$ cat config.mk
export PLATFORM = sky130hd
export DESIGN_NAME = pdsc_cell
export DESIGN_NICKNAME = d
export VERILOG_FILES = /design/src/design/pd_source_cap_decode_and_select_core_assert.svh /design/src/design/pdsc_pkg.sv /design/src/design/pdsc_cell.sv
export SDC_FILE = /design/constraint.sdc
export NUM_CORES = 1
export LEC_CHECK = 0
export ABC_CLOCK_PERIOD_IN_PS = 20300
export BUFFER_PORTS_ARGS = -buffer_cell sky130_fd_sc_hd__buf_2
export CAP_MARGIN = 20
export CORE_MARGIN = 5
export CORE_UTILIZATION = 40
export CTS_BUF_LIST = sky130_fd_sc_hd__clkbuf_2 sky130_fd_sc_hd__clkbuf_4 sky130_fd_sc_hd__clkbuf_8
export CTS_CLUSTER_DIAMETER = 100
export DETAILED_ROUTE_END_ITERATION = 6
export MAX_ROUTING_LAYER = met4
export SLEW_MARGIN = 20
export SYNTH_ARGS = -nofsm -noshare
export SYNTH_HDL_FRONTEND = slang
export SYNTH_SLANG_ARGS = --single-unit
$ cat constraint.sdc
create_clock -name aclk -period 20.3 [get_ports aclk]
set_input_delay 2.03 -clock aclk [delete_from_list [all_inputs] [get_ports aclk]]
set_output_delay 2.03 -clock aclk [all_outputs]
set_load 0.1 [all_outputs]
$ cat src/design/pd_source_cap_decode_and_select_core_assert.svh
// assertion helpers for the source capability decoder
`ifndef PD_SOURCE_CAP_DECODE_AND_SELECT_CORE_ASSERT_SVH
`define PD_SOURCE_CAP_DECODE_AND_SELECT_CORE_ASSERT_SVH

// same-cycle implication, off during reset
`define PDSC_ASSERT(label, clk, rst_n, ante, cons) \
    label: assert property (@(posedge clk) disable iff (!rst_n) (ante) |-> (cons)) \
        else $error("pdsc assertion failed");

// next-cycle implication, off during reset
`define PDSC_ASSERT_NEXT(label, clk, rst_n, ante, cons) \
    label: assert property (@(posedge clk) disable iff (!rst_n) (ante) |=> (cons)) \
        else $error("pdsc assertion failed");

`endif

$ cat src/design/pdsc_pkg.sv
package pdsc_pkg;

    localparam int DEPTH   = 7;
    localparam int MAX_PDO = 7;
    localparam int CNT_W   = 3;

    // item kinds on the input tuser
    localparam logic [1:0] OP_HDR = 2'd0;
    localparam logic [1:0] OP_PDO = 2'd1;
    localparam logic [1:0] OP_REQ = 2'd2;

    // chosen supply kinds
    localparam logic [1:0] KIND_NONE = 2'd0;
    localparam logic [1:0] KIND_FIX  = 2'd1;
    localparam logic [1:0] KIND_PPS  = 2'd2;
    localparam logic [1:0] KIND_AVS  = 2'd3;

    // pdo type fields
    localparam logic [1:0] PDO_FIXED = 2'b00;
    localparam logic [1:0] PDO_APDO  = 2'b11;
    localparam logic [1:0] APDO_PPS  = 2'b00;
    localparam logic [1:0] APDO_AVS  = 2'b01;

    // reciprocal multipliers for divide by 1000, 100 and 25
    localparam logic [17:0] RECIP_FIX = 18'd67109;
    localparam logic [17:0] RECIP_PPS = 18'd167773;
    localparam logic [17:0] RECIP_AVS = 18'd167773;
    localparam int SH_FIX = 26;
    localparam int SH_PPS = 24;
    localparam int SH_AVS = 22;

    // search record that walks the cell chain
    typedef struct packed {
        logic        valid;
        logic [15:0] key;
        logic [15:0] key2;
        logic        fx_hit;
        logic        pps_hit;
        logic        avs_hit;
        logic [15:0] bf_d;
        logic [15:0] bf_mv;
        logic [15:0] bp_d;
        logic [15:0] bp_mv;
        logic [15:0] ba_d;
        logic [15:0] ba_mv;
    } scan_t;

    // table write broadcast to the cells
    typedef struct packed {
        logic        clr;
        logic        wr_fix;
        logic        wr_pps;
        logic        wr_avs;
        logic [15:0] fix_mv;
        logic [14:0] pps_lo;
        logic [14:0] pps_hi;
        logic [14:0] avs_lo;
        logic [15:0] avs_hi;
    } wr_t;

endpackage

$ cat src/design/pdsc_cell.sv
module pdsc_cell (
    input  logic            aclk,
    input  logic            aresetn,
    input  pdsc_pkg::wr_t   wr,
    input  logic            sel,
    input  pdsc_pkg::scan_t rec_in,
    output pdsc_pkg::scan_t rec_out
);
    import pdsc_pkg::*;

    logic [15:0] fix_reg;
    logic [14:0] pps_lo_reg, pps_hi_reg, avs_lo_reg;
    logic [15:0] avs_hi_reg;
    logic        fv_reg, pv_reg, av_reg;
    scan_t       rec_reg, rec_next;

    function automatic logic [15:0] absdiff(input logic [15:0] a, input logic [15:0] b);
        return (a > b) ? (a - b) : (b - a);
    endfunction

    // entry storage
    always_ff @(posedge aclk) begin
        if (!aresetn) begin
            fv_reg <= 1'b0;
            pv_reg <= 1'b0;
            av_reg <= 1'b0;
        end else if (wr.clr) begin
            fv_reg <= 1'b0;
            pv_reg <= 1'b0;
            av_reg <= 1'b0;
        end else if (sel) begin
            if (wr.wr_fix) begin
                fv_reg  <= 1'b1;
                fix_reg <= wr.fix_mv;
            end
            if (wr.wr_pps) begin
                pv_reg     <= 1'b1;
                pps_lo_reg <= wr.pps_lo;
                pps_hi_reg <= wr.pps_hi;
            end
            if (wr.wr_avs) begin
                av_reg     <= 1'b1;
                avs_lo_reg <= wr.avs_lo;
                avs_hi_reg <= wr.avs_hi;
            end
        end
    end

    // compare this cell's entries against the passing record
    always_comb begin
        logic [15:0] d;
        d        = '0;
        rec_next = rec_in;
        if (fv_reg) begin
            if (fix_reg == rec_in.key2) rec_next.fx_hit = 1'b1;
            d = absdiff(rec_in.key, fix_reg);
            if (d < rec_next.bf_d) begin
                rec_next.bf_d  = d;
                rec_next.bf_mv = fix_reg;
            end
        end
        if (pv_reg) begin
            if (rec_in.key >= {1'b0, pps_lo_reg} && rec_in.key <= {1'b0, pps_hi_reg})
                rec_next.pps_hit = 1'b1;
            d = absdiff(rec_in.key, {1'b0, pps_lo_reg});
            if (d < rec_next.bp_d) begin
                rec_next.bp_d  = d;
                rec_next.bp_mv = {1'b0, pps_lo_reg};
            end
            d = absdiff(rec_in.key, {1'b0, pps_hi_reg});
            if (d < rec_next.bp_d) begin
                rec_next.bp_d  = d;
                rec_next.bp_mv = {1'b0, pps_hi_reg};
            end
        end
        if (av_reg) begin
            if (rec_in.key >= {1'b0, avs_lo_reg} && rec_in.key <= avs_hi_reg)
                rec_next.avs_hit = 1'b1;
            d = absdiff(rec_in.key, {1'b0, avs_lo_reg});
            if (d < rec_next.ba_d) begin
                rec_next.ba_d  = d;
                rec_next.ba_mv = {1'b0, avs_lo_reg};
            end
            d = absdiff(rec_in.key, avs_hi_reg);
            if (d < rec_next.ba_d) begin
                rec_next.ba_d  = d;
                rec_next.ba_mv = avs_hi_reg;
            end
        end
    end

    // hand the record to the next cell
    always_ff @(posedge aclk) begin
        if (!aresetn) begin
            rec_reg <= '0;
        end else begin
            rec_reg <= rec_next;
        end
    end

    assign rec_out = rec_reg;

endmodule

==> flow_metrics.tcl, run 1 <==
set metrics [dict create \
    drt-initial-drc-count 1305 \
    crit_arrival_ns 10.34 \
    syn_to_final_growth_pct 17.2 \
    clock_power_share_pct 26.2 \
    syn_nets 2415 \
    crit_path_end_kind "flop" \
    r2r_slack_ns 12.13 \
    grtUsageMet1_pct 38.5 \
    cts_setup_buffers 0 \
    finalMaxSlewViolations 0 \
    fin_worst_skew_ns 0.0351 \
    startpoint "rec_in[126]" \
    instances_no_fill 2842 \
    worstHoldStart "fix_reg[15]" \
    relSlewSlack_pct 34.0 \
    path_common_cell "ha_1" \
    dp.cells 2771 \
    grt_max_degree 51 \
    crit_type "in2reg" \
    crit_required_ns 20.82 \
    tns_ns 0 \
    setup_violations 0 \
    min_path_type "reg2reg" \
    grt.overflow.total 0 \
    max_cap_violations 0 \
    status "completed" \
    leakagePower_nw 9.61 \
    power_frac_comb_pct 45.3 \
    start_util_pct 40.2 \
    ys_async_sr_fraction_pct 0 \
    hold_buffers 0 \
    synth_cell_types 96 \
    cts-htree-levels 2 \
    grt_pass1_vias 16065 \
    fin_crit_sh_pct 48.4 \
    reg2reg_from "pps_lo_reg[11]" \
    n_fill_cell 4215 \
    met2_usage_pct 43.6 \
    yosysWarnings 0 \
    fin_nets 2718 \
    peakVddDrop_mv 0.0563 \
    path_clk_slew_ns 0.06 \
    gp_congestion 1.01 \
    ios 348 \
    grt_use_met3_pct 4.72 \
    switchingPower_mw 0.724 \
    synth_seq_cells 212 \
    viasPerCell 5.74 \
    drt_first_pass_iters 5 \
    rsz0062_at_grt "false" \
    yosysSeqAreaShare_pct 29.2 \
    clockRootBuffer "clkbuf_8" \
    cp_max_fo 37 \
    hold_depth 2 \
    antenna_found_initial 1 \
    p_int_mw 0.953 \
    place_hpwl_um 54000 \
    p_per_area_nw_per_um2 83.2 \
    worst_slew_pin_slew_ns 0.990 \
    drt-total-wl_um 67200 \
    ys_dominant_reg_cell "dfxtp_1" \
    track_usage_pct 28.2 \
    cp_slowest_cell "a21oi_4" \
    rows 76 \
    max_freq_mhz 102 \
    busiest_layer "met2" \
    grt_pass1_wl_um 99800 \
    synth_edf_count 77 \
    cts_inserted_buffers 38 \
    swShare_pct 43.2 \
    antenna_left 0 \
    critical-path-max-stage-delay_ns 0.67 \
    startpoint_type "primary input" \
    hold_viol 0 \
    post_cts_resized 0 \
    drc_errors 0 \
    die_y_um 217 \
    wl_per_cell_um 23.7 \
    min_to "rec_out[79]" \
    syn_inst 1962 \
    clock_sinks 212 \
    portBuffers 347 \
    r2r_end "rec_out[36]" \
    vias 16305 \
    clock_latency_ns 0.62 \
    fp.dieW_um 217 \
    largest_reg_flops 132 \
    final_layout_size_suffix_gt1_share_pct 21.3 \
    dieArea_um2 47200 \
    p_seq_share_pct 28.5 \
    clock_path_buffers 3 \
    period_minus_slack_ns 9.82 \
    core_area_um2 42800 \
    synth_area_per_cell_um2 8.77 \
    syn-cell-area_um2 17200 \
    cts_tree "yes" \
    worstRegToRegCells 27 \
]
==> synth_stat cells, drive strengths merged, types with 5 or more instances <==
library cell | instances | area [µm²]
nand2 | 73 | 274
ha | 227 | 2840
o21bai | 25 | 188
or4 | 6 | 52.6
a21oi | 175 | 902
a21boi | 7 | 63.8
xnor2 | 63 | 552
a31o | 6 | 52.6
a2111oi | 6 | 60.1
o211ai | 13 | 103
and2 | 30 | 190
dfxtp | 135 | 2700
o21ai | 161 | 806
o21a | 23 | 173
a311oi | 5 | 43.8
a221oi | 17 | 155
nand3 | 45 | 225
mux2 | 15 | 169
a31oi | 16 | 106
o311ai | 7 | 86.3
a211oi | 19 | 175
a211o | 6 | 52.6
a32oi | 5 | 43.8
mux2i | 92 | 933
edfxtp | 77 | 2310
nor3 | 20 | 100
fa | 10 | 200
xor2 | 22 | 193
nor4 | 7 | 65.1
and4 | 5 | 43.8
o31ai | 5 | 37.5
inv | 194 | 728
or3 | 23 | 144
nand4 | 24 | 163
nor2b | 18 | 113
and3 | 15 | 93.8
nor2 | 128 | 497
clkbuf | 59 | 225
buf | 41 | 225
a221o | 5 | 50.1
nand2b | 13 | 81.3
a21o | 61 | 458
==> cells in the final DEF (no fill, tap or decap), types with 45 or more instances in the layout <==
master,synthesis,final
buf_2,30,347
ha_1,227,227
inv_1,194,194
a21oi_1,172,171
o21ai_0,153,153
dfxtp_1,135,135
nor2_1,127,127
mux2i_1,91,91
edfxtp_1,77,77
nand2_1,73,73
xnor2_1,63,63
a21o_1,61,61
nand3_1,45,45
==> power by group through the flow <==
stage / Combinational (mW) / Sequential (mW) / Clock (mW)
CTS: 0.753 / 0.478 / 0.452
global placement: 0.745 / 0.487 / 0
detailed placement: 0.749 / 0.487 / 0
global route: 0.818 / 0.480 / 0.471
finish: 0.760 / 0.478 / 0.439
floorplan: 0.407 / 0.620 / 0
==> layer usage <==
metal / vias to the layer above / wire length, µm
met2: 746 / 30000
met4: 0 / 1610
li1: 7658 / -
met1: 7803 / 30600
met5: - / 0
met3: 98 / 4970
==> cell families (layout without fill, tap and decap cells) <==
logic type | after synthesis | after routing | synth area share [%]
flip-flops | 212 | 212 | 29.2
multiplexers | 107 | 107 | 6.41
AO/OA/AOI/OAI | 609 | 609 | 23.2
adder cells (fa/ha/maj) | 237 | 237 | 17.7
other | 0 | 2 | 0
buffers and inverters | 295 | 627 | 6.87
AND/OR/NAND/NOR | 417 | 417 | 12.3
XOR/XNOR | 85 | 85 | 4.33
==> how the worst max path moves through the flow <==
stage | depth (start not counted) | slack (ns) | to
global placement | 29 | 9.46 | rec_out[36]
finish | 29 | 10.48 | rec_out[36]
CTS | 29 | 10.51 | rec_out[36]
global route | 29 | 9.94 | rec_out[36]
detailed placement | 29 | 9.88 | rec_out[36]
floorplan | 34 | 11.72 | rec_out[24]
==> stage by stage <==
step / setup WS [ns] / utilization (%) / hold slack, ns / instance area (µm²) / total power [mW]
after floorplan: 11.72 / - / 0.450 / 17200 / 1.03
after global placement: 9.46 / 45.2 / 0.560 / 19300 / 1.23
after detailed placement: 9.88 / 45.2 / 0.563 / 19300 / 1.24
after CTS: 10.51 / 47.1 / 0.586 / 20200 / 1.68
after global routing: 9.94 / 47.1 / 0.612 / 20200 / 1.77
final: 10.48 / 47.1 / 0.586 / 20200 / 1.68
==> critical path: cells and delay by family <==
| family | cells | cell delay [ns] |
|---|---|---|
| fa+ha+maj | 3 | 1.11 |
| mux | 2 | 0.61 |
| compound gates | 15 | 4.45 |
| simple gates | 5 | 0.87 |
| xor+xnor | 1 | 0.19 |
| buf+inv | 3 | 1.05 |
==> area by class of cell <==
type	instances	area, µm²	share of cell area [%]
clock inverter	17	165	0.819
inverter	195	732	3.63
tap	546	683	3.39
antenna	2	5.00	0.0248
clock buffer	52	653	3.24
timing repair buffer	363	1860	9.21
multi-input combinational	1455	11100	54.8
sequential	212	5010	24.9
(Power assumes the default switching activity.)
==> run 2: changes to the inputs <==
--- a/config.mk
+++ b/config.mk
@@ -5,7 +5,8 @@
 export SDC_FILE = /design/constraint.sdc
 export NUM_CORES = 1
 export LEC_CHECK = 0
-export ABC_CLOCK_PERIOD_IN_PS = 20300
+export ABC_AREA = 1
+export ABC_CLOCK_PERIOD_IN_PS = 10200
 export BUFFER_PORTS_ARGS = -buffer_cell sky130_fd_sc_hd__buf_2
 export CAP_MARGIN = 20
 export CORE_MARGIN = 5
==> constraint.sdc (replaced) <==
create_clock -name aclk -period 10.2 [get_ports aclk]
set_input_delay 1.02 -clock aclk [delete_from_list [all_inputs] [get_ports aclk]]
set_output_delay 1.02 -clock aclk [all_outputs]
set_load 0.1 [all_outputs]
==> run 2 against run 1 <==
First-iteration DRC count rose by 32%. Setup slack got worse by 8.1 ns. Worst hold slack worse by 0.028 ns. Total power grew 100%. Largest cell class unchanged.
==> flow_metrics.tcl, run 2 <==
set metrics [dict create \
    drt-initial-drc-count 1722 \
    track_usage_pct 31.9 \
    relSlewSlack_pct 28.4 \
    setup_violations 0 \
    yosysWarnings 0 \
    worst_slew_pin_slew_ns 1.07 \
    n_fill_cell 4793 \
    max_cap_violations 0 \
    hold_buffers 0 \
    cp_max_fo 56 \
    fin_worst_skew_ns 0.0400 \
    rsz0062_at_grt "false" \
    crit_path_end_kind "flop" \
    syn-cell-area_um2 18500 \
    grt_max_degree 68 \
    min_path_type "in2reg" \
    clock_latency_ns 0.63 \
    wl_per_cell_um 22.4 \
    ios 348 \
    dieArea_um2 50800 \
    peakVddDrop_mv 0.149 \
    synth.top_cells.by_count "nand2_1, inv_1, a21oi_1" \
    crit_arrival_ns 8.38 \
    vias 19549 \
    start_util_pct 40.7 \
    crit_cells 32 \
    synth_seq_cells 212 \
    cts-htree-levels 2 \
    grt.overflow.total 0 \
    place_hpwl_um 66200 \
    whs_ns 0.558 \
    ys_async_sr_fraction_pct 0 \
    hold_viol 0 \
    synth_cell_types 54 \
    cp_slowest_cell "inv_2" \
    crit_required_ns 10.71 \
    syn_nets 3137 \
    final_common_cell "nand2_1" \
    synth_edf_count 77 \
    grt_pass1_vias 19016 \
    core_area_um2 45600 \
    status "completed" \
    r2r_slack_ns 3.01 \
    period_minus_slack_ns 7.86 \
    final_cell_mix "nand2_1, inv_1, buf_2" \
    die_y_um 225 \
    largest_reg_flops 132 \
    portBuffers 347 \
    final_layout_size_suffix_gt1_share_pct 16.1 \
    drt-total-wl_um 81400 \
    hold_depth 1 \
    gp_congestion 1.01 \
    path_common_cell "nand2_1" \
    drt_first_pass_iters 5 \
    synth_area_per_cell_um2 6.91 \
    antenna_left 0 \
    post_cts_resized 0 \
    rows 78 \
    critical-path-max-stage-delay_ns 0.72 \
    fin_crit_sh_pct 77.1 \
    syn_inst 2684 \
    path_clk_slew_ns 0.08 \
    tns_ns 0 \
    clock_sinks 212 \
    antenna_found_initial 7 \
    cts_inserted_buffers 40 \
    crit_buf_inv 6 \
    clockRootBuffer "clkbuf_8" \
    finalMaxSlewViolations 0 \
    cts_tree "yes" \
    yosysMostFrequentCell "nand2_1" \
    fin_nets 3448 \
    viasPerCell 5.38 \
    crit_type "in2reg" \
    worstHoldStart "wr[61]" \
    synth.top_cell.area_share_pct 15.3 \
    leakagePower_nw 11.6 \
    yosysSeqAreaShare_pct 27.0 \
    p_per_area_nw_per_um2 159 \
    max_freq_mhz 127 \
    clock_path_buffers 3 \
    fp.dieW_um 225 \
    syn_to_final_growth_pct 16.3 \
    cp_top_family "simple AND/OR/NAND/NOR gates" \
    yosysTopAreaCell "ha_1" \
    startpoint_type "primary input" \
    worstRegToRegCells 32 \
    cts_setup_buffers 0 \
    ys_dominant_reg_cell "dfxtp_1" \
    reg2reg_from "pps_lo_reg[0]" \
    synth.area.top_cells "ha_1, dfxtp_1, nand2_1" \
    min_to "fix_reg[0]" \
    drc_errors 0 \
    grt_pass1_wl_um 119000 \
    r2r_end "rec_out[55]" \
]
[run 2: cell types whose count changed after synthesis, moves of 18 or more]
cell	delta
xor2_1	+68
o21ai_1	+43
inv_1	+220
nand2_1	+604
nand3_1	+154
xnor2_1	-53
mux2i_1	-88
a21oi_1	+89
o21bai_1	-18
a21o_1	-47
or3_1	-23
and2_1	-29
nor2b_1	-18
[run 2: worst max-delay path by stage]
stage	start	endpoint
after CTS	rec_in[120]	rec_out[55]
after global placement	rec_in[120]	rec_out[55]
after floorplan	rec_in[115]	rec_out[61]
after detailed placement	rec_in[120]	rec_out[55]
final	rec_in[120]	rec_out[55]
after global routing	rec_in[120]	rec_out[55]
[run 2: logic make-up (layout without fill, tap and decap cells)]
| logic type | Yosys count | after routing | share of synthesized area (%) |
|---|---|---|---|
| mux | 3 | 3 | 0.162 |
| buf+inv | 516 | 858 | 11.3 |
| compound gates | 543 | 543 | 16.3 |
| xor+xnor | 100 | 100 | 4.72 |
| other cells | 0 | 6 | 0 |
| simple gates | 1073 | 1073 | 24.1 |
| flops | 212 | 212 | 27.0 |
| fa+ha+maj | 237 | 237 | 16.4 |
[run 2: cell type report]
type | count | area [µm²] | share of cell area [%]
antenna | 6 | 15.0 | 0.0696
clock buffer | 55 | 688 | 3.19
clock inverter | 18 | 199 | 0.923
inverter | 425 | 1600 | 7.40
multi-input combinational | 1956 | 11500 | 53.2
sequential | 212 | 5010 | 23.3
tap | 600 | 751 | 3.48
timing repair buffer | 360 | 1830 | 8.51
[run 2: stage by stage]
step / total power, mW / instance area (µm²) / worst slack, ns / cells / utilization [%]
after detailed placement: 2.46 / 20700 / 1.90 / 3553 / 45.3
after CTS: 3.44 / 21500 / 2.55 / 3626 / 47.3
after global placement: 2.46 / 20700 / 1.85 / 3553 / 45.3
final: 3.43 / 21600 / 2.34 / 3632 / 47.3
after floorplan: 2.07 / 18500 / 4.31 / 2684 / -
after global routing: 3.63 / 21600 / 1.94 / 3632 / 47.3
[run 2: layer usage]
metal / share of wire, % / track usage, % / vias to the layer above
met5: 0 / - / -
met4: 3.2 / 9.70 / 0
met3: 7.5 / 5.20 / 121
met2: 45 / 49.1 / 852
met1: 45 / 43.1 / 9219
li1: - / - / 9357
[run 2: where the power goes]
part	total, mW	leakage (nW)	internal, mW	switching, mW
combinational	1.52	9.27	0.410	1.11
sequential	0.948	1.82	0.924	0.0239
clock	0.965	0.467	0.543	0.422
==> run 3: changes to the inputs <==
--- a/config.mk
+++ b/config.mk
@@ -6,7 +6,7 @@
 export NUM_CORES = 1
 export LEC_CHECK = 0
 export ABC_AREA = 1
-export ABC_CLOCK_PERIOD_IN_PS = 10200
+export ABC_CLOCK_PERIOD_IN_PS = 8000
 export BUFFER_PORTS_ARGS = -buffer_cell sky130_fd_sc_hd__buf_2
 export CAP_MARGIN = 20
 export CORE_MARGIN = 5
==> constraint.sdc (replaced) <==
create_clock -name aclk -period 8 [get_ports aclk]
set_input_delay 0.8 -clock aclk [delete_from_list [all_inputs] [get_ports aclk]]
set_output_delay 0.8 -clock aclk [all_outputs]
set_load 0.1 [all_outputs]
==> run 3 against run 2 <==
Non-clock buffer count up 27. Die area stayed put. Wire length decreased by 2.2%. Critical path depth shrank 1. Clock power is 23% higher. Clock skew increased by 0.0082 ns. Via count grew 0.88%. Worst hold slack got worse by 0.21 ns. Utilization up 0.45 points. Critical endpoint unchanged. Largest power group unchanged. Highest routed layer unchanged.
==> flow_metrics.tcl, run 3 (synthesis gave the netlist of run 2 again) <==
set metrics [dict create \
    status "completed" \
    crit_type "reg2reg" \
    critical-path-max-stage-delay_ns 0.59 \
    rows 78 \
    startpoint_type "flop" \
    vias 19721 \
    crit_arrival_ns 7.18 \
    path_common_cell "nand2_1" \
    cp_max_fo 55 \
    max_cap_violations 0 \
    fin_crit_sh_pct 83.2 \
    grt_max_degree 68 \
    wl_per_cell_um 21.8 \
    die_y_um 225 \
    max_freq_mhz 150 \
    crit_required_ns 8.52 \
    fin_util_pct 47.8 \
    gp_congestion 1.05 \
    final_layout_size_suffix_gt1_share_pct 16.9 \
    drt_first_pass_iters 6 \
    n_fill_cell 4729 \
    tns_ns 0 \
    drt-total-wl_um 79600 \
    fin_nets 3475 \
    peakVddDrop_mv 0.154 \
    grt_pass1_wl_um 116000 \
    min_path_type "in2reg" \
    grt.overflow.total 0 \
    portBuffers 347 \
    place_hpwl_um 64600 \
    relSlewSlack_pct 27.1 \
    clock_sinks 212 \
    setup_violations 0 \
    fp.dieW_um 225 \
    syn_to_final_growth_pct 17.4 \
    period_minus_slack_ns 6.65 \
    hold_buffers 0 \
    crit_path_end_kind "flop" \
    post_cts_resized 0 \
    final_cell_mix "nand2_1, inv_1, buf_2" \
    rsz0062_at_grt "false" \
    cts_inserted_buffers 40 \
    cts-htree-levels 2 \
    cts_tree "yes" \
    clock_path_buffers 3 \
    fin_worst_skew_ns 0.0482 \
    ios 348 \
    setup_slack_ns 1.35 \
    viasPerCell 5.39 \
    dieArea_um2 50800 \
    drc_errors 0 \
    multi_input_area_um2 11500 \
    p_per_area_nw_per_um2 200 \
    leakagePower_nw 11.7 \
    grt_pass1_vias 18766 \
    core_area_um2 45600 \
    cts_setup_buffers 0 \
    antenna_left 0 \
    dp_slack_ns 0.975 \
    hold_viol 0 \
    start_util_pct 40.7 \
    clock_latency_ns 0.63 \
    ff_latch_area_um2 5010 \
    path_clk_slew_ns 0.06 \
    finalMaxSlewViolations 0 \
    cp_slowest_cell "ha_1" \
    final_common_cell "nand2_1" \
    antenna_found_initial 2 \
    worst_slew_pin_slew_ns 1.09 \
    track_usage_pct 30.9 \
    largest_reg_flops 132 \
    drt-initial-drc-count 2005 \
    clockRootBuffer "clkbuf_8" \
]
## run 3: cell types whose count changed in the layout (fill, tap and decap cells not counted), sizes merged
cell    delta
buf       +27
bufinv     -1
clkbuf     +2
clkinv     -2
diode      -3
inv        +1
## run 3: final timing paths
kind / startpoint / endpoint / slack [ns] / cells after the start
worst max-delay path: pps_lo_reg[9] / rec_out[55] / 1.35 / 31
worst min-delay path: wr[68] / fix_reg[7] / 0.35 / 1
worst max register to register: pps_lo_reg[9] / rec_out[55] / 1.35 / 31
worst min register to register: fix_reg[15] / rec_out[79] / 0.59 / 2
## run 3: worst max-delay path, delay by kind of cell, from the launching register on
family	cells	cell delay, ns
AOI/OAI and AO/OA	6	1.67
adders and majority gates	3	1.16
buffers and inverters	6	1.05
DFF	1	0.52
and+or+nand+nor	16	2.15
## run 3: report_power, final
group	total, mW	switching, mW	internal [mW]	leakage, nW
sequential	1.21	0.0293	1.18	1.82
combinational	1.96	1.42	0.543	9.40
clock	1.19	0.512	0.679	0.473
## run 3: area by class of cell
cell class | instances | share of cell area [%]
Timing Repair Buffer | 387 | 9.42
Sequential cell | 212 | 23.0
Tap cell | 600 | 3.45
Antenna cell | 3 | 0.0345
Clock buffer | 57 | 3.29
Clock inverter | 16 | 0.776
Multi-Input combinational cell | 1956 | 52.7
Inverter | 425 | 7.33
## run 3: metal layers
layer / global-route usage, % / vias up / part of all wire (%)
li1: - / 9396 / -
met1: 42.8 / 9216 / 44
met2: 46.7 / 983 / 44
met3: 4.96 / 126 / 9.1
met4: 8.86 / 0 / 3.1
met5: - / - / 0
## run 3: per-stage QoR
stage	cells	hold WS, ns	instance area [µm²]	power, mW
detailed placement	3580	0.569	20900	3.15
global placement	3580	0.571	20900	3.14
global route	3654	0.316	21800	4.61
finish	3656	0.346	21800	4.36
floorplan	2684	0.458	18500	2.64
CTS	3653	0.299	21800	4.36
